`config.mk`:
```
export PLATFORM = sky130hd
export DESIGN_NAME = btree_hint_range_search
export DESIGN_NICKNAME = d
export VERILOG_FILES = /design/src/rtl/bhrs_pkg.sv /design/src/rtl/bhrs_hint_store.sv /design/src/rtl/btree_hint_range_search.sv
export SDC_FILE = /design/constraint.sdc
export NUM_CORES = 1
export LEC_CHECK = 0
export BUFFER_PORTS_ARGS = -buffer_cell sky130_fd_sc_hd__buf_2
export CAP_MARGIN = 5
export CORE_MARGIN = 5
export CORE_UTILIZATION = 35
export DETAILED_ROUTE_END_ITERATION = 12
export GPL_TIMING_DRIVEN = 0
export SYNTH_ARGS = -nofsm -noshare
export SYNTH_HDL_FRONTEND = slang
export SYNTH_SLANG_ARGS = --single-unit
```
`constraint.sdc`:
```
create_clock -name clk -period 5.52 [get_ports clk]
set_input_delay 0.552 -clock clk [delete_from_list [all_inputs] [get_ports clk]]
set_output_delay 0.552 -clock clk [all_outputs]
set_load 0.005 [all_outputs]
```
`src/rtl/bhrs_pkg.sv`:
```
// ----------------------------------------------------------------------------
// bhrs_pkg: shared types and codes for the hint range search block
// command and result words, opcode and mode codes, sequencer states
// ----------------------------------------------------------------------------
package bhrs_pkg;

	localparam int KEY_W   = 32;
	localparam int SLOT_W  = 12;
	localparam int IDX_W   = 4;
	localparam int MODE_W  = 2;

	// opcodes
	localparam logic OP_WRITE  = 1'b0;
	localparam logic OP_SEARCH = 1'b1;

	// hint modes
	localparam logic [MODE_W-1:0] MODE_OFF    = 2'd0;
	localparam logic [MODE_W-1:0] MODE_SCALAR = 2'd1;
	localparam logic [MODE_W-1:0] MODE_VECTOR = 2'd2;

	typedef struct packed {
		logic              opcode;
		logic [IDX_W-1:0]  hint_index;
		logic [KEY_W-1:0]  hint_value;
		logic [KEY_W-1:0]  key_head;
		logic [SLOT_W-1:0] slot_count;
		logic [SLOT_W-1:0] lower_in;
		logic [SLOT_W-1:0] upper_in;
	} cmd_t;

	typedef struct packed {
		logic [SLOT_W-1:0] lower_out;
		logic [SLOT_W-1:0] upper_out;
	} rsp_t;

	typedef enum logic [1:0] {
		ST_IDLE,
		ST_SCAN,
		ST_MUL_LO,
		ST_MUL_UP
	} state_t;

endpackage

```
`src/rtl/bhrs_hint_store.sv`:
```
// ----------------------------------------------------------------------------
// bhrs_hint_store: hint word storage
// one write port, one registered read port, per-entry valid bits so that
// entries never written read as zero after reset
// ----------------------------------------------------------------------------
module bhrs_hint_store #(
	parameter int DEPTH  = 16,
	parameter int ADDR_W = 4
) (
	input  logic                      clk,
	input  logic                      arst_n,
	input  logic                      wr_en,
	input  logic [ADDR_W-1:0]         wr_addr,
	input  logic [bhrs_pkg::KEY_W-1:0] wr_data,
	input  logic                      rd_en,
	input  logic [ADDR_W-1:0]         rd_addr,
	output logic [bhrs_pkg::KEY_W-1:0] rd_data
);
	import bhrs_pkg::*;

	logic [KEY_W-1:0] mem [DEPTH];
	logic [DEPTH-1:0] valid_q;
	logic [KEY_W-1:0] rd_raw_q;
	logic             rd_ok_q;

	always_ff @(posedge clk) begin
		if (wr_en) begin
			mem[wr_addr] <= wr_data;
		end
		if (rd_en) begin
			rd_raw_q <= mem[rd_addr];
		end
	end

	always_ff @(posedge clk or negedge arst_n) begin
		if (!arst_n) begin
			valid_q <= '0;
			rd_ok_q <= 1'b0;
		end else begin
			if (wr_en) begin
				valid_q[wr_addr] <= 1'b1;
			end
			if (rd_en) begin
				rd_ok_q <= valid_q[rd_addr];
			end
		end
	end

	// unwritten entries hold the reset value of zero
	assign rd_data = rd_ok_q ? rd_raw_q : '0;

endmodule

```
`src/rtl/btree_hint_range_search.sv`:
```
// ----------------------------------------------------------------------------
// btree_hint_range_search: narrows a B-tree node's slot range with hint words
// a table of sampled key heads is scanned by one shared comparator to turn a
// key head into narrowed lower and upper slot bounds
// ----------------------------------------------------------------------------
// A write word (opcode 0) stores one hint; busy stays low and no result
// comes out. A search word (opcode 1) always produces one result on the
// result port, marked by done for exactly one cycle; the receiver cannot
// stall, so capture it when done is high. A search that bypasses the hints
// (mode off or unlisted, or slot_count <= 2*HINT_COUNT) answers in the
// cycle after it is taken and leaves busy low. A narrowing search holds busy
// while the shared comparator visits k hint entries (k from 1 to
// HINT_COUNT), one per cycle through the table's read port, until the first
// entry differing from the key after the first one not below it; states
// ST_MUL_LO and ST_MUL_UP then run the bound products on one shared
// multiplier. The table reads as all zeros after reset with no clearing
// pass. hint_mode must be written through cfg_we / cfg_data only while busy
// is low; the block itself does not enforce it.
// ----------------------------------------------------------------------------
module btree_hint_range_search #(
	parameter int HINT_COUNT = 16
) (
	input  logic                          clk,
	input  logic                          arst_n,
	input  logic                          start,
	output logic                          busy,
	input  bhrs_pkg::cmd_t                cmd,
	input  logic                          cfg_we,
	input  logic [bhrs_pkg::MODE_W-1:0]   cfg_data,
	output logic                          done,
	output bhrs_pkg::rsp_t                result
);
	import bhrs_pkg::*;

	// table addressing and scan position widths
	localparam int HIDX_W = (HINT_COUNT > 1) ? $clog2(HINT_COUNT) : 1;
	localparam int POS_W  = $clog2(HINT_COUNT + 1);

	// dist = count / (HINT_COUNT+1) by reciprocal multiply plus one correction
	localparam int          DIV_D      = HINT_COUNT + 1;
	localparam int          RECIP_SH   = 24;
	localparam logic [23:0] RECIP      = 24'((1 << RECIP_SH) / DIV_D);
	localparam int          PROD_W     = SLOT_W + RECIP_SH;
	localparam int          REM_W      = SLOT_W + 8;
	localparam int          MUL_W      = POS_W + SLOT_W;

	localparam logic [POS_W-1:0] POS_END  = POS_W'(HINT_COUNT);
	localparam logic [POS_W-1:0] POS_LAST = POS_W'(HINT_COUNT - 1);

	// sequencer
	state_t state_q, state_d;

	// configuration
	logic [MODE_W-1:0] hint_mode_q;

	// captured search operands
	logic [KEY_W-1:0]  key_q;
	logic [SLOT_W-1:0] count_q;
	logic [SLOT_W-1:0] lower_in_q;
	logic [SLOT_W-1:0] upper_in_q;

	// scan state
	logic [POS_W-1:0]  scan_q;     // next table address to read
	logic [POS_W-1:0]  cmp_q;      // entry on the read data this cycle
	logic              phase_q;    // 0: looking for pos, 1: looking for pos2
	logic [POS_W-1:0]  pos_q;
	logic [POS_W-1:0]  pos2_q;

	// divider pipeline
	logic [PROD_W-1:0] prod_q;
	logic [SLOT_W-1:0] dist_q;
	logic [SLOT_W-1:0] q_est;
	logic [REM_W-1:0]  rem;

	// result register
	rsp_t result_q;
	logic done_q;

	// handshake and decode
	logic accept;
	logic is_search;
	logic bypass;
	logic wr_ok;

	// shared comparator
	logic [KEY_W-1:0] hint_rd;
	logic             hint_lt;
	logic             hint_eq;
	logic             scan_hit;    // scan decided pos2 on this entry
	logic             scan_end;

	// shared multiplier
	logic [POS_W-1:0] mul_a;
	logic [MUL_W-1:0] mul_p;
	logic             no_hit_keep;

	assign busy      = (state_q != ST_IDLE);
	assign accept    = start && !busy;
	assign is_search = (cmd.opcode == OP_SEARCH);
	assign bypass    = ((hint_mode_q != MODE_SCALAR) && (hint_mode_q != MODE_VECTOR))
	                   || ({1'b0, cmd.slot_count} <= (SLOT_W + 1)'(2 * HINT_COUNT));
	assign wr_ok     = accept && !is_search && (int'(cmd.hint_index) < HINT_COUNT);

	// hint table
	bhrs_hint_store #(
		.DEPTH  (HINT_COUNT),
		.ADDR_W (HIDX_W)
	) u_store (
		.clk     (clk),
		.arst_n  (arst_n),
		.wr_en   (wr_ok),
		.wr_addr (HIDX_W'(cmd.hint_index)),
		.wr_data (cmd.hint_value),
		.rd_en   (scan_q < POS_END),
		.rd_addr (HIDX_W'(scan_q)),
		.rd_data (hint_rd)
	);

	// one compare per cycle against the captured key
	assign hint_lt  = (hint_rd < key_q);
	assign hint_eq  = (hint_rd == key_q);
	assign scan_hit = phase_q ? !hint_eq : (!hint_lt && !hint_eq);
	assign scan_end = scan_hit || (cmp_q == POS_LAST);

	// constant divide: estimate then one correction step
	assign q_est = prod_q[PROD_W-1 -: SLOT_W];
	assign rem   = REM_W'(count_q) - REM_W'(q_est * DIV_D);

	// vector mode with no hint at or above the key keeps both bounds
	assign no_hit_keep = (hint_mode_q == MODE_VECTOR) && (pos_q == POS_END);

	// bound products share one multiplier
	assign mul_a = (state_q == ST_MUL_LO) ? pos_q : (pos2_q + POS_W'(1));
	assign mul_p = MUL_W'(mul_a) * MUL_W'(dist_q);

	// next state
	always_comb begin
		state_d = state_q;
		case (state_q)
			ST_IDLE: begin
				if (accept && is_search && !bypass) begin
					state_d = ST_SCAN;
				end
			end
			ST_SCAN: begin
				if (scan_end) begin
					state_d = ST_MUL_LO;
				end
			end
			ST_MUL_LO: state_d = ST_MUL_UP;
			ST_MUL_UP: state_d = ST_IDLE;
			default:   state_d = ST_IDLE;
		endcase
	end

	always_ff @(posedge clk or negedge arst_n) begin
		if (!arst_n) begin
			state_q     <= ST_IDLE;
			hint_mode_q <= MODE_SCALAR;
			done_q      <= 1'b0;
			scan_q      <= '0;
			cmp_q       <= '0;
			phase_q     <= 1'b0;
		end else begin
			state_q <= state_d;
			if (cfg_we) begin
				hint_mode_q <= cfg_data;
			end
			done_q <= (accept && is_search && bypass) || (state_q == ST_MUL_UP);
			case (state_q)
				ST_IDLE: begin
					phase_q <= 1'b0;
					cmp_q   <= '0;
					// entry 0 is read during idle, so the scan starts on it
					scan_q  <= (accept && is_search && !bypass) ? POS_W'(1) : '0;
				end
				ST_SCAN: begin
					scan_q <= scan_end ? '0 : scan_q + POS_W'(1);
					cmp_q  <= cmp_q + POS_W'(1);
					if (!phase_q && !hint_lt && hint_eq) begin
						phase_q <= 1'b1;
					end
				end
				default: begin
					scan_q <= '0;
				end
			endcase
		end
	end

	// payload registers
	always_ff @(posedge clk) begin
		dist_q <= (rem >= REM_W'(DIV_D)) ? q_est + SLOT_W'(1) : q_est;
		if (accept && is_search) begin
			key_q      <= cmd.key_head;
			count_q    <= cmd.slot_count;
			lower_in_q <= cmd.lower_in;
			upper_in_q <= cmd.upper_in;
			prod_q     <= PROD_W'(cmd.slot_count) * PROD_W'(RECIP);
			pos_q      <= POS_END;
			pos2_q     <= POS_END;
			if (bypass) begin
				result_q.lower_out <= cmd.lower_in;
				result_q.upper_out <= cmd.upper_in;
			end
		end
		if (state_q == ST_SCAN) begin
			if (!phase_q && !hint_lt) begin
				pos_q <= cmp_q;
			end
			if (scan_hit) begin
				pos2_q <= cmp_q;
			end
		end
		if (state_q == ST_MUL_LO) begin
			result_q.lower_out <= no_hit_keep ? lower_in_q : mul_p[SLOT_W-1:0];
		end
		if (state_q == ST_MUL_UP) begin
			result_q.upper_out <= (pos2_q < POS_END) ? mul_p[SLOT_W-1:0] : upper_in_q;
		end
	end

	assign done   = done_q;
	assign result = result_q;

	// a result only appears once the sequencer is back in idle
	a_done_idle: assert property (@(posedge clk) disable iff (!arst_n)
		done |-> !busy)
		else $error("result strobe while sequencer busy");

	// a hint write never produces a result
	a_write_silent: assert property (@(posedge clk) disable iff (!arst_n)
		(accept && (cmd.opcode == OP_WRITE)) |=> !done)
		else $error("result after a hint write");

	// the scan never runs past the last entry
	a_scan_range: assert property (@(posedge clk) disable iff (!arst_n)
		(state_q == ST_SCAN) |-> (cmp_q < POS_END))
		else $error("scan index beyond table");

	// the end of a run of equal hints never precedes the first hit
	a_pos_order: assert property (@(posedge clk) disable iff (!arst_n)
		(state_q == ST_MUL_LO) |-> (pos2_q >= pos_q))
		else $error("pos2 below pos");

	// the product pair always ends in exactly one result
	a_mul_done: assert property (@(posedge clk) disable iff (!arst_n)
		(state_q == ST_MUL_UP) |=> done)
		else $error("narrowing search gave no result");

endmodule

```
==> qor.json, run 1 <==
{
  "critPathRequiredTime_ns": 5.87,
  "switching_share_pct": 32.8,
  "synth-async-reset-ratio_pct": 4.74,
  "die_w_um": 314,
  "grt_start_max_net_pins": 43,
  "grt_pass1_wl_um": 122000,
  "place_inst": 3555,
  "die_height_um": 314,
  "power.share.clock_pct": 28.3,
  "synth_cell_type_count": 72,
  "gr-total-overflow": 0,
  "ir_drop_uv": 286,
  "mappedNetlistArea_um2": 32400,
  "timing.final.setup_violations": 0,
  "layout-drive-gt1-share_pct": 18.0,
  "power.sequential.fraction_pct": 37.9,
  "synthCells": 2143,
  "worstPathArrival_ns": 5.56,
  "core-area_um2": 91800,
  "clock_tree.htree_level_count": 3,
  "grt_pass1_vias": 19700,
  "root_buffer": "clkbuf_16",
  "drt_pass1_iterations": 5,
  "rsz_0062_raised_after_global_routing": "no",
  "finalNonFillerCells": 3697,
  "sort_of_element_at_the_start_of_the_critical_path": "flip-flop",
  "p_int_w": 0.0115,
  "synthesis_stage_register_bit_count": 696,
  "grt_use_total_pct": 16.2,
  "min-delay-path-class": "in2async",
  "pwr_density_cell_nw_per_um2": 452,
  "cts.clk_slew.worst_paths_ns": 0.06,
  "total_power_w": 0.0171,
  "placement.cell_area_um2": 35400,
  "final_util_pct": 41.2,
  "hold_viol_final": 0,
  "layout-area-overhead-vs-synth_pct": 16.6,
  "final_max_slew_viol_count": 0,
  "initial_antenna_violation_count": 8,
  "final_area_um2": 37800,
  "vias_per_cell": 5.07,
  "reg2reg_slack_ns": 0.31,
  "io-pin-count": 137,
  "worst_setup_path_end_kind": "flip-flop",
  "vias": 18700,
  "pwr-share-comb_pct": 33.8,
  "drt-wirelength-per-cell_um": 21.8,
  "dpl_worst_slack_ns": -0.358,
  "tritoncts": "built",
  "p_sw_w": 0.00560,
  "r2r-start": "state_q[0]$_DFFE_PN0P_",
  "syn_nets": 2485,
  "critPathMaxStageDelay_ns": 0.54,
  "transition_at_the_pin_with_the_smallest_max_transition_slack_ns": 1.13,
  "synth_edf_count": 644,
  "layout_setup_ws_ns": 0.307,
  "buffer_ports.inserted": 136,
  "postSynthAreaPerCell_um2": 15.1,
  "min_period_ns": 5.21,
  "rr_endpoint": "result[22]$_DFFE_PP_",
  "drtIter0Drc": 1644,
  "initial_core_util_pct": 35.3,
  "cts_sinks": 696,
  "synth_ff_type": "edfxtp_1",
  "drtAntennaViolNets": 0,
  "skew_ns": 0.0207,
  "postRouteWirelength_um": 80500,
  "gp_congestion": 0.830,
  "crit_path_cell_trace": "inv_1, ha_1, clkbuf_4, nor2_1, a21oi_4, nand2b_1, fa_1, fa_1, fa_1, inv_1, ha_1, a21o_1, a21oi_1, o21bai_1, a21oi_1, o21ai_0, xor2_1, buf_4, mux2i_1, a21oi_1",
  "cts_buffers": 75,
  "number_of_cells_on_the_worst_reg_to_reg_path": 20,
  "power.leakage_nw": 14.1,
  "worst_skew_pair.late_latency_ns": 0.63,
  "row_cnt": 111,
  "outcome": "finished, final reports clean",
  "clock_path_buffers": 3,
  "crit_path_top_delay_cell": "fa_1",
  "critical_path_class": "reg2reg",
  "min_period_over_period_pct": 94.4,
  "path_max_fanout": 10,
  "fp.dieArea_um2": 98800,
  "finalNetCount": 2733,
  "timing.critical_path.max_delay_family": "adder cells",
  "timing.fmax_mhz": 192,
  "max-slew-margin-rel_pct": 24.6,
  "drv_cap": 0,
  "dpl.hpwl_um": 58100,
  "route.detailed.drc": 0,
  "cp_num_buf_inv": 4,
  "yosys_warnings": 0,
  "ys_seq_area_share_pct": 63.4
}
[flip-flops by register name, indices dropped and copies added (netlist names), 12 cells and up]
| register | cells |
|---|---|
| lower_in_q | 12 |
| u_store.rd_raw_q | 32 |
| result | 24 |
| key_q | 32 |
| upper_in_q | 12 |
| count_q | 12 |
| u_store.valid_q | 16 |
| u_store.mem | 512 |
[worst max-delay path by stage]
| stage | slack [ns] | startpoint | cells past startpoint | endpoint |
|---|---|---|---|---|
| floorplan | 0.52 | cmd[33] | 15 | prod_q[29]$_DFFE_PP_ |
| global placement | -1.67 | state_q[0]$_DFFE_PN0P_ | 7 | u_store.valid_q[0]$_DFFE_PN0P_ |
| detailed placement | -0.36 | state_q[0]$_DFFE_PN0P_ | 18 | result[23]$_DFFE_PP_ |
| CTS | 0.04 | state_q[0]$_DFFE_PN0P_ | 18 | result[23]$_DFFE_PP_ |
| global route | 0.02 | state_q[0]$_DFFE_PN0P_ | 20 | result[10]$_DFFE_PP_ |
| finish | 0.31 | state_q[0]$_DFFE_PN0P_ | 20 | result[22]$_DFFE_PP_ |
[placed cells by master, fill, tap and decap left out, drive strengths merged, types with 14 or more instances in the layout]
cell type	count
a21o	17
ha	167
a22oi	33
nor3	21
o21ai	93
fa	64
nand2b	14
a221oi	35
nand3	16
xnor2	31
nand2	87
dfxtp	19
buf	193
nor2b	26
mux2i	131
or2	19
dfrtp	32
edfxtp	644
nor2	75
mux4	66
a21oi	87
inv	211
and2	45
mux2	40
clkbuf	141
clkinv	31
nand4	15
[cells in the mapped netlist, types with 20 or more instances]
cell type  number  share of area (%)
xnor2_1        31               0.84
nand2_1        87                1.0
clkbuf_1       48               0.56
fa_1           64                4.0
mux2i_1       131                4.0
mux4_2         66                4.6
edfxtp_1      644                 60
nor2_1         75               0.87
and2_1         45               0.87
a22oi_1        32               0.74
ha_1          167                6.4
a221oi_1       35               0.95
mux2_2         38                1.3
a21oi_1        87                1.3
nor3_1         20               0.31
o21ai_0        91                1.4
dfrtp_1        32                2.5
inv_1         205                2.4
nor2b_1        26               0.50
[logic make-up after synthesis]
kind of cell	synth area share, %
AO/OA/AOI/OAI	6.34
XOR/XNOR	1.10
adder cells (fa/ha/maj)	10.4
buffers and inverters	3.32
flip-flops	63.4
multiplexers	10.0
AND/OR/NAND/NOR	5.40
[power groups by stage]
stage	Combinational [W]	Sequential [W]	Clock, W
2_1_floorplan	0.00407	0.00652	0
3_3_place_gp	0.00557	0.00658	0
3_5_place_dp	0.00574	0.00658	0
4_1_cts	0.00578	0.00648	0.00493
5_1_grt	0.00642	0.00652	0.00515
6_report	0.00578	0.00648	0.00484
[metal layers]
layer  up-vias  wire length (um)  GRT usage, %  share of wire (%)
met1      9580             35100          21.7                 44
met5         -                13             0              0.016
li1       8519                 -             -                  -
met2       513             39200          27.5                 49
met3       120              4650          3.25                5.8
met4         2              1530          3.25                1.9
[metrics by stage]
step	hold WS (ns)	setup TNS [ns]
after floorplan	0.256	0
after global placement	0.446	-142.74
final	0.0259	0
after detailed placement	0.451	-1.30
after CTS	0.0191	0
after global routing	0.0735	0
[area by class of cell]
type	count	area [um^2]
sequential	696	20500
timing repair buffer	171	1310
buffer	71	309
multi-input combinational	1171	10900
clock inverter	42	397
fill	8256	54000
clock buffer	93	1950
antenna	5	12.5
tap	1243	1560
inverter	205	772
[timing repair]
| action | in CTS | in global routing |
|---|---|---|
| gates resized for setup | 4 | 6 |
| pin swaps | 0 | 1 |
| setup endpoints to repair | 8 | 5 |
| hold buffers | 0 | 0 |
| setup buffers | 0 | 2 |
No activity file was read; power rests on OpenSTA's default activity.
==> run 2, diff against run 1 <==
--- a/config.mk
+++ b/config.mk
@@ -7,7 +7,7 @@
 export LEC_CHECK = 0
 export BUFFER_PORTS_ARGS = -buffer_cell sky130_fd_sc_hd__buf_2
 export CAP_MARGIN = 5
-export CORE_MARGIN = 5
+export CORE_MARGIN = 3
 export CORE_UTILIZATION = 35
 export DETAILED_ROUTE_END_ITERATION = 12
 export GPL_TIMING_DRIVEN = 0
==> run 2 against run 1 <==
  * Non-clock buffer count down 4
  * First-iteration DRC count rose by 5.6%
  * Design area about the same
  * Register-to-register slack better by 0.02 ns
  * Largest power group unchanged
  * Utilization is 0.41 points higher
  * Via count up 0.21%
==> qor.json, run 2 (synthesis results as in run 1) <==
{
  "ir_drop": {"value": 296, "unit": "uV", "change": "was 286 uV"},
  "final.fill_count": {"value": 8140, "change": "was 8256"},
  "sort_of_element_at_the_start_of_the_critical_path": {"value": "flip-flop", "change": "unchanged"},
  "met1_demand_to_capacity_share_in_global_routing": {"value": 21.7, "unit": "%", "change": "about the same"},
  "clock_path_buffers": {"value": 3, "change": "unchanged"},
  "top_register": {"value": "u_store.mem", "change": "unchanged"},
  "core-area": {"value": 91000, "unit": "um^2", "change": "was 91800 um^2"},
  "totalNegativeSetupSlack": {"value": 0, "unit": "ns", "change": "unchanged"},
  "fp.dieArea": {"value": 96300, "unit": "um^2", "change": "was 98800 um^2"},
  "pwr_density_cell": {"value": 457, "unit": "nW/um^2", "change": "was 452 nW/um^2"},
  "rsz_0062_raised_after_global_routing": {"value": "no", "change": "unchanged"},
  "timing.fmax": {"value": 192, "unit": "MHz", "change": "about the same"},
  "layout_commonest_cell": {"value": "edfxtp_1", "change": "unchanged"},
  "io-pin-count": {"value": 137, "change": "unchanged"},
  "tritoncts": {"value": "built", "change": "unchanged"},
  "dpl.hpwl": {"value": 56600, "unit": "um", "change": "was 58100 um"},
  "mostFrequentLayoutCells": {"value": "644 x edfxtp_1, 204 x inv_1, 167 x ha_1, 144 x buf_2, 130 x mux2i_1", "change": "unchanged"},
  "drtIter0Drc": {"value": 1736, "change": "was 1644"},
  "skew": {"value": 0.0223, "unit": "ns", "change": "was 0.0207 ns"},
  "largest_reg_flops": {"value": 512, "change": "unchanged"},
  "die_w": {"value": 310, "unit": "um", "change": "was 314 um"},
  "vias": {"value": 18800, "change": "was 18700"},
  "grt_pass1_vias": {"value": 19400, "change": "was 19700"},
  "r2r-start": {"value": "state_q[0]$_DFFE_PN0P_", "change": "unchanged"},
  "min_period": {"value": 5.20, "unit": "ns", "change": "was 5.21 ns"},
  "grt_start_max_net_pins": {"value": 54, "change": "was 43"},
  "worst_skew_pair.late_latency": {"value": 0.63, "unit": "ns", "change": "about the same"},
  "vias_per_cell": {"value": 5.08, "change": "was 5.07"},
  "cts_sinks": {"value": 696, "change": "unchanged"},
  "postCtsHoldBufs": {"value": 0, "change": "unchanged"},
  "drt-wirelength-per-cell": {"value": 21.4, "unit": "um", "change": "was 21.8 um"},
  "layout_setup_ws": {"value": 0.322, "unit": "ns", "change": "was 0.307 ns"},
  "root_buffer": {"value": "clkbuf_16", "change": "unchanged"},
  "biggestRegsByFlops": {"value": "u_store.mem: 512 flops, key_q: 32 flops, u_store.rd_raw_q: 32 flops", "change": "unchanged"},
  "gr-total-overflow": {"value": 0, "change": "unchanged"},
  "rr_endpoint": {"value": "result[11]$_DFFE_PP_", "change": "was result[22]$_DFFE_PP_"},
  "min_period_over_period": {"value": 94.2, "unit": "%", "change": "was 94.4%"},
  "holdWs": {"value": 0.0226, "unit": "ns", "change": "was 0.0259 ns"},
  "power.leakage": {"value": 14.1, "unit": "nW", "change": "about the same"},
  "grtUsageMet3": {"value": 3.63, "unit": "%", "change": "was 3.25%"},
  "worst_setup_path_endpoint": {"value": "result[11]$_DFFE_PP_", "change": "was result[22]$_DFFE_PP_"},
  "worst_setup_path_end_kind": {"value": "flip-flop", "change": "unchanged"},
  "row_cnt": {"value": 110, "change": "was 111"},
  "transition_at_the_pin_with_the_smallest_max_transition_slack": {"value": 1.16, "unit": "ns", "change": "was 1.13 ns"},
  "finalNetCount": {"value": 2731, "change": "was 2733"},
  "dpl_worst_slack": {"value": -0.412, "unit": "ns", "change": "was -0.358 ns"},
  "gp_congestion": {"value": 0.844, "change": "was 0.830"},
  "worstPathArrival": {"value": 5.65, "unit": "ns", "change": "was 5.56 ns"},
  "critical_path_class": {"value": "reg2reg", "change": "unchanged"},
  "timing.final.setup_violations": {"value": 0, "change": "unchanged"},
  "globalRoute.busiestLayer": {"value": "met2", "change": "unchanged"},
  "initial_core_util": {"value": 35.6, "unit": "%", "change": "was 35.3%"},
  "cts_buffers": {"value": 77, "change": "was 75"},
  "grt_use_total": {"value": 16.4, "unit": "%", "change": "was 16.2%"},
  "drt_pass1_iterations": {"value": 6, "change": "was 5"},
  "initial_antenna_violation_count": {"value": 12, "change": "was 8"},
  "multi_input_comb_area": {"value": 10900, "unit": "um^2", "change": "about the same"},
  "final_max_slew_viol_count": {"value": 0, "change": "unchanged"},
  "min-delay-path-class": {"value": "in2async", "change": "unchanged"},
  "grt_pass1_wl": {"value": 118000, "unit": "um", "change": "was 122000 um"},
  "hold_viol_final": {"value": 0, "change": "unchanged"},
  "final_area": {"value": 37800, "unit": "um^2", "change": "about the same"},
  "layout-area-overhead-vs-synth": {"value": 16.7, "unit": "%", "change": "was 16.6%"},
  "critPathRequiredTime": {"value": 5.97, "unit": "ns", "change": "was 5.87 ns"},
  "drtAntennaViolNets": {"value": 0, "change": "unchanged"},
  "buffer_ports.inserted": {"value": 136, "change": "unchanged"},
  "postRouteWirelength": {"value": 79000, "unit": "um", "change": "was 80500 um"},
  "drv_cap": {"value": 0, "change": "unchanged"},
  "die_height": {"value": 310, "unit": "um", "change": "was 314 um"},
  "finalNonFillerCells": {"value": 3693, "change": "was 3697"},
  "route.detailed.drc": {"value": 0, "change": "unchanged"},
  "place_inst": {"value": 3540, "change": "was 3555"},
  "path_max_fanout": {"value": 10, "change": "unchanged"},
  "worstSetupStartpoint": {"value": "state_q[0]$_DFFE_PN0P_", "change": "unchanged"},
  "cts.clk_slew.worst_paths": {"value": 0.06, "unit": "ns", "change": "about the same"},
  "reg2reg_slack": {"value": 0.32, "unit": "ns", "change": "was 0.31 ns"},
  "max-slew-margin-rel": {"value": 22.9, "unit": "%", "change": "was 24.6%"},
  "layout-drive-gt1-share": {"value": 18.2, "unit": "%", "change": "was 18.0%"},
  "grt.met2_usage": {"value": 27.0, "unit": "%", "change": "was 27.5%"},
  "outcome": {"value": "finished, final reports clean", "change": "unchanged"},
  "placement.cell_area": {"value": 35200, "unit": "um^2", "change": "was 35400 um^2"},
  "sequential_cell_area": {"value": 20500, "unit": "um^2", "change": "unchanged"},
  "clock_tree.htree_level_count": {"value": 3, "change": "unchanged"},
  "number_of_cells_on_the_worst_reg_to_reg_path": {"value": 18, "change": "was 20"}
}
run 2: cell types whose count changed in the layout (fill, tap and decap cells not counted), moves of 2 or more:
cell	previous run	this run
buf_16	11	6
buf_6	13	9
diode_2	5	9
buf_8	1	4
buf_12	7	9
bufinv_16	5	7
clkbuf_16	75	77
clkinvlp_4	0	2
inv_6	4	6
run 2: power breakdown:
part / switching [W] / internal, W
clock network: 0.00211 / 0.00295
logic: 0.00332 / 0.00244
registers: 0.000193 / 0.00627
total: 0.00563 / 0.0117
run 2: routing by layer:
metal | routed length [um] | vias up
met4 | 2360 | 8
met3 | 5240 | 156
li1 | - | 8542
met5 | 57 | -
met1 | 34000 | 9457
met2 | 37400 | 610
run 2: layout make-up:
cell class                 count  area share (%)
sequential                   696            54.3
buffer                        71           0.811
clock inverter                45            1.20
clock buffer                  97            5.35
inverter                     205            2.04
tap                         1232            4.08
timing repair buffer         167            3.20
multi-input combinational   1171            28.9
antenna                        9          0.0595
run 2: stage by stage:
step	utilization, %	total power, W
after floorplan	-	0.0106
after global placement	38.1	0.0122
after detailed placement	38.7	0.0123
after CTS	41.5	0.0174
after global routing	41.6	0.0183
final	41.6	0.0173
run 2: worst min-delay path by stage:
| stage | cells past startpoint | to | slack [ns] | start |
|---|---|---|---|---|
| floorplan | 0 | cmp_q[0]$_DFFE_PN0P_ | 0.26 | arst_n |
| global placement | 1 | u_store.valid_q[7]$_DFFE_PN0P_ | 0.45 | u_store.valid_q[7]$_DFFE_PN0P_ |
| detailed placement | 1 | u_store.valid_q[14]$_DFFE_PN0P_ | 0.45 | u_store.valid_q[14]$_DFFE_PN0P_ |
| CTS | 1 | hint_mode_q[1]$_DFFE_PN0P_ | 0.03 | arst_n |
| global route | 1 | hint_mode_q[1]$_DFFE_PN0P_ | 0.07 | arst_n |
| finish | 1 | hint_mode_q[1]$_DFFE_PN0P_ | 0.02 | arst_n |
run 2: worst max-delay path, stage by stage (launching register included):
cell and delay, ns:
dfrtp_1 0.41, inv_1 0.14, ha_1 0.21, clkbuf_2 0.28, nor2_1 0.12, a21oi_4 0.28
nand2b_1 0.17, fa_1 0.44, fa_1 0.52, fa_1 0.55, inv_1 0.05, ha_1 0.33
a21oi_1 0.23, o21ai_0 0.19, o41ai_2 0.32, o21ai_0 0.22, xnor2_2 0.29, mux2i_1 0.12
a21oi_1 0.18
run 2: repair_timing:
action,4_1_cts,5_1_grt
pin swaps,0,0
setup buffers,0,0
setup endpoints to repair,6,4
resized for setup,6,3
==> run 3, diff against run 2 <==
--- a/config.mk
+++ b/config.mk
@@ -6,11 +6,11 @@
 export NUM_CORES = 1
 export LEC_CHECK = 0
 export BUFFER_PORTS_ARGS = -buffer_cell sky130_fd_sc_hd__buf_2
-export CAP_MARGIN = 5
 export CORE_MARGIN = 3
 export CORE_UTILIZATION = 35
 export DETAILED_ROUTE_END_ITERATION = 12
 export GPL_TIMING_DRIVEN = 0
+export RECOVER_POWER = 100
 export SYNTH_ARGS = -nofsm -noshare
 export SYNTH_HDL_FRONTEND = slang
 export SYNTH_SLANG_ARGS = --single-unit
==> run 3 against run 2 <==
  * The flow now finishes with violations (capacitance limit, slew limit)
  * Largest cell class unchanged
  * Fmax down 0.34%
  * Critical endpoint is now result[22]$_DFFE_PP_
  * Setup slack worse by 0.018 ns
  * First-iteration DRC count down 2.8%
  * Clock skew down 0.0045 ns
  * Sequential cell count unchanged
==> qor.json, run 3 (synthesis results as in run 1) <==
{
  "dpl.hpwl": {"value": 56400, "unit": "um", "change": "was 56600 um"},
  "clock_tree.htree_level_count": {"value": 3, "change": "unchanged"},
  "grt_pass1_vias": {"value": 19300, "change": "was 19400"},
  "outcome": {"value": "finished, violations left", "change": "was finished, final reports clean"},
  "rr_endpoint": {"value": "result[22]$_DFFE_PP_", "change": "was result[11]$_DFFE_PP_"},
  "worstSetupStartpoint": {"value": "state_q[0]$_DFFE_PN0P_", "change": "unchanged"},
  "min_period": {"value": 5.22, "unit": "ns", "change": "was 5.20 ns"},
  "max-slew-margin-rel": {"value": -39.5, "unit": "%", "change": "was 22.9%"},
  "io-pin-count": {"value": 137, "change": "unchanged"},
  "failing_checks": "capacitance limit, slew limit",
  "pwr_density_cell": {"value": 464, "unit": "nW/um^2", "change": "was 457 nW/um^2"},
  "route.detailed.drc": {"value": 0, "change": "unchanged"},
  "final_util": {"value": 40.9, "unit": "%", "change": "was 41.6%"},
  "skew": {"value": 0.0178, "unit": "ns", "change": "was 0.0223 ns"},
  "fp.dieArea": {"value": 96300, "unit": "um^2", "change": "unchanged"},
  "gp_congestion": {"value": 0.844, "change": "unchanged"},
  "die_w": {"value": 310, "unit": "um", "change": "unchanged"},
  "number_of_cells_on_the_worst_reg_to_reg_path": {"value": 19, "change": "was 18"},
  "totalNegativeSetupSlack": {"value": 0, "unit": "ns", "change": "unchanged"},
  "largest_reg_flops": {"value": 512, "change": "unchanged"},
  "biggestRegsByFlops": {"value": "u_store.mem: 512 flops, key_q: 32 flops, u_store.rd_raw_q: 32 flops", "change": "unchanged"},
  "gr-total-overflow": {"value": 0, "change": "unchanged"},
  "top_register": {"value": "u_store.mem", "change": "unchanged"},
  "r2r-start": {"value": "state_q[0]$_DFFE_PN0P_", "change": "unchanged"},
  "worst_skew_pair.late_latency": {"value": 0.63, "unit": "ns", "change": "about the same"},
  "total_power": {"value": 0.0173, "unit": "W", "change": "about the same"},
  "power.leakage": {"value": 13.6, "unit": "nW", "change": "was 14.1 nW"},
  "vias_per_cell": {"value": 5.04, "change": "was 5.08"},
  "finalNetCount": {"value": 2731, "change": "unchanged"},
  "cts_buffers": {"value": 77, "change": "unchanged"},
  "core-area": {"value": 91000, "unit": "um^2", "change": "unchanged"},
  "clock_path_buffers": {"value": 3, "change": "unchanged"},
  "transition_at_the_pin_with_the_smallest_max_transition_slack": {"value": 2.09, "unit": "ns", "change": "was 1.16 ns"},
  "layout_commonest_cell": {"value": "edfxtp_1", "change": "unchanged"},
  "worstPathArrival": {"value": 5.70, "unit": "ns", "change": "was 5.65 ns"},
  "postCtsHoldBufs": {"value": 0, "change": "unchanged"},
  "cts.clk_slew.worst_paths": {"value": 0.06, "unit": "ns", "change": "about the same"},
  "drt-wirelength-per-cell": {"value": 21.4, "unit": "um", "change": "about the same"},
  "final.fill_count": {"value": 8255, "change": "was 8140"},
  "drtAntennaViolNets": {"value": 0, "change": "unchanged"},
  "vias": {"value": 18600, "change": "was 18800"},
  "layout-area-overhead-vs-synth": {"value": 14.7, "unit": "%", "change": "was 16.7%"},
  "tritoncts": {"value": "built", "change": "unchanged"},
  "layout-drive-gt1-share": {"value": 12.4, "unit": "%", "change": "was 18.2%"},
  "grt_use_total": {"value": 16.4, "unit": "%", "change": "about the same"},
  "sort_of_element_at_the_start_of_the_critical_path": {"value": "flip-flop", "change": "unchanged"},
  "reg2reg_slack": {"value": 0.30, "unit": "ns", "change": "was 0.32 ns"},
  "worst_setup_path_end_kind": {"value": "flip-flop", "change": "unchanged"},
  "initial_antenna_violation_count": {"value": 9, "change": "was 12"},
  "ir_drop": {"value": 259, "unit": "uV", "change": "was 296 uV"},
  "worst_setup_path_endpoint": {"value": "result[22]$_DFFE_PP_", "change": "was result[11]$_DFFE_PP_"},
  "initial_core_util": {"value": 35.6, "unit": "%", "change": "unchanged"},
  "min-delay-path-class": {"value": "in2reg", "change": "was in2async"},
  "drtIter0Drc": {"value": 1688, "change": "was 1736"},
  "holdWs": {"value": 0.0983, "unit": "ns", "change": "was 0.0226 ns"},
  "postRouteWirelength": {"value": 79100, "unit": "um", "change": "was 79000 um"},
  "row_cnt": {"value": 110, "change": "unchanged"},
  "rsz_0062_raised_after_global_routing": {"value": "no", "change": "unchanged"},
  "drt_pass1_iterations": {"value": 5, "change": "was 6"},
  "buffer_ports.inserted": {"value": 136, "change": "unchanged"},
  "hold_viol_final": {"value": 0, "change": "unchanged"},
  "cts_sinks": {"value": 696, "change": "unchanged"},
  "timing.final.setup_violations": {"value": 0, "change": "unchanged"},
  "final_max_slew_viol_count": {"value": 392, "change": "was 0"},
  "timing.fmax": {"value": 192, "unit": "MHz", "change": "about the same"},
  "path_max_fanout": {"value": 10, "change": "unchanged"},
  "critical_path_class": {"value": "reg2reg", "change": "unchanged"},
  "grt_pass1_wl": {"value": 118000, "unit": "um", "change": "about the same"},
  "drv_cap": {"value": 23, "change": "was 0"},
  "grt_start_max_net_pins": {"value": 54, "change": "unchanged"},
  "critPathRequiredTime": {"value": 6.00, "unit": "ns", "change": "was 5.97 ns"},
  "min_period_over_period": {"value": 94.5, "unit": "%", "change": "was 94.2%"},
  "die_height": {"value": 310, "unit": "um", "change": "unchanged"},
  "mostFrequentLayoutCells": {"value": "644 x edfxtp_1, 204 x inv_1, 196 x clkbuf_1, 167 x ha_1, 130 x mux2i_1", "change": "was 644 x edfxtp_1, 204 x inv_1, 167 x ha_1, 144 x buf_2, 130 x mux2i_1"},
  "root_buffer": {"value": "clkbuf_16", "change": "unchanged"}
}
[run 3: cell types whose count changed in the layout (fill, tap and decap cells not counted), sizes merged, moves of 3 or more]
cell / delta
buf: -131
clkbuf: +132
clkinv: -3
diode: -4
[run 3: critical path, stage by stage, from the launching register on]
cell and delay [ns]:
dfrtp_1 0.42, inv_1 0.14, ha_1 0.20, buf_2 0.26, nor2_1 0.11, a21oi_4 0.28
nand2b_1 0.17, fa_1 0.44, fa_1 0.52, fa_1 0.55, inv_1 0.05, ha_1 0.32
a21o_1 0.19, a21oi_1 0.22, o21bai_1 0.09, a21oi_1 0.21, o21ai_0 0.15, xor2_1 0.44
mux2i_1 0.15, a21oi_1 0.17
[run 3: power by group]
part           leakage (nW)  internal [W]  switching [W]
registers              6.45       0.00628       0.000195
logic                  5.97       0.00237        0.00329
clock network          1.23       0.00302        0.00211
[run 3: final cells by class]
| cell class | instances | area, um^2 | area share, % |
|---|---|---|---|
| well taps | 1232 | 1540 | 4.15 |
| plain buffers | 71 | 304 | 0.818 |
| diodes | 5 | 12.5 | 0.0336 |
| multi-input cells | 1171 | 10800 | 29.1 |
| repair buffers | 167 | 686 | 1.84 |
| clock inverters | 43 | 480 | 1.29 |
| clock buffers | 98 | 2040 | 5.47 |
| flip-flops and latches | 696 | 20500 | 55.3 |
| inverters | 205 | 771 | 2.07 |
[run 3: worst min path at each step]
stage / startpoint / to / slack, ns / depth (start not counted)
6_report: cmd[36] / key_q[0]$_DFFE_PP_ / 0.1 / 1
5_1_grt: cmd[37] / key_q[1]$_DFFE_PP_ / 0.07 / 1
2_1_floorplan: arst_n / cmp_q[0]$_DFFE_PN0P_ / 0.26 / 0
3_3_place_gp: u_store.valid_q[7]$_DFFE_PN0P_ / u_store.valid_q[7]$_DFFE_PN0P_ / 0.45 / 1
4_1_cts: arst_n / hint_mode_q[1]$_DFFE_PN0P_ / 0.02 / 1
3_5_place_dp: u_store.valid_q[2]$_DFFE_PN0P_ / u_store.valid_q[2]$_DFFE_PN0P_ / 0.45 / 1
[run 3: layer usage]
metal,track usage (%),part of all wire [%]
met1,21.9,43
met2,27.3,48
met3,3.61,6.2
met4,4.21,2.3
met5,0,0.066
[run 3: metrics by stage]
| step | cells | worst slack, ns | instance area [um^2] |
|---|---|---|---|
| after floorplan | 2143 | 0.520 | 32400 |
| after global placement | 3511 | -1.59 | 34600 |
| after detailed placement | 3539 | -0.364 | 35200 |
| after CTS | 3680 | 0.0850 | 37700 |
| after global routing | 3683 | 0.0124 | 37200 |
| final | 3688 | 0.304 | 37200 |
[run 3: timing repair]
action	in CTS	in global routing
gates resized for setup	6	3
endpoints found under the setup margin	6	5
buffers inserted	0	3
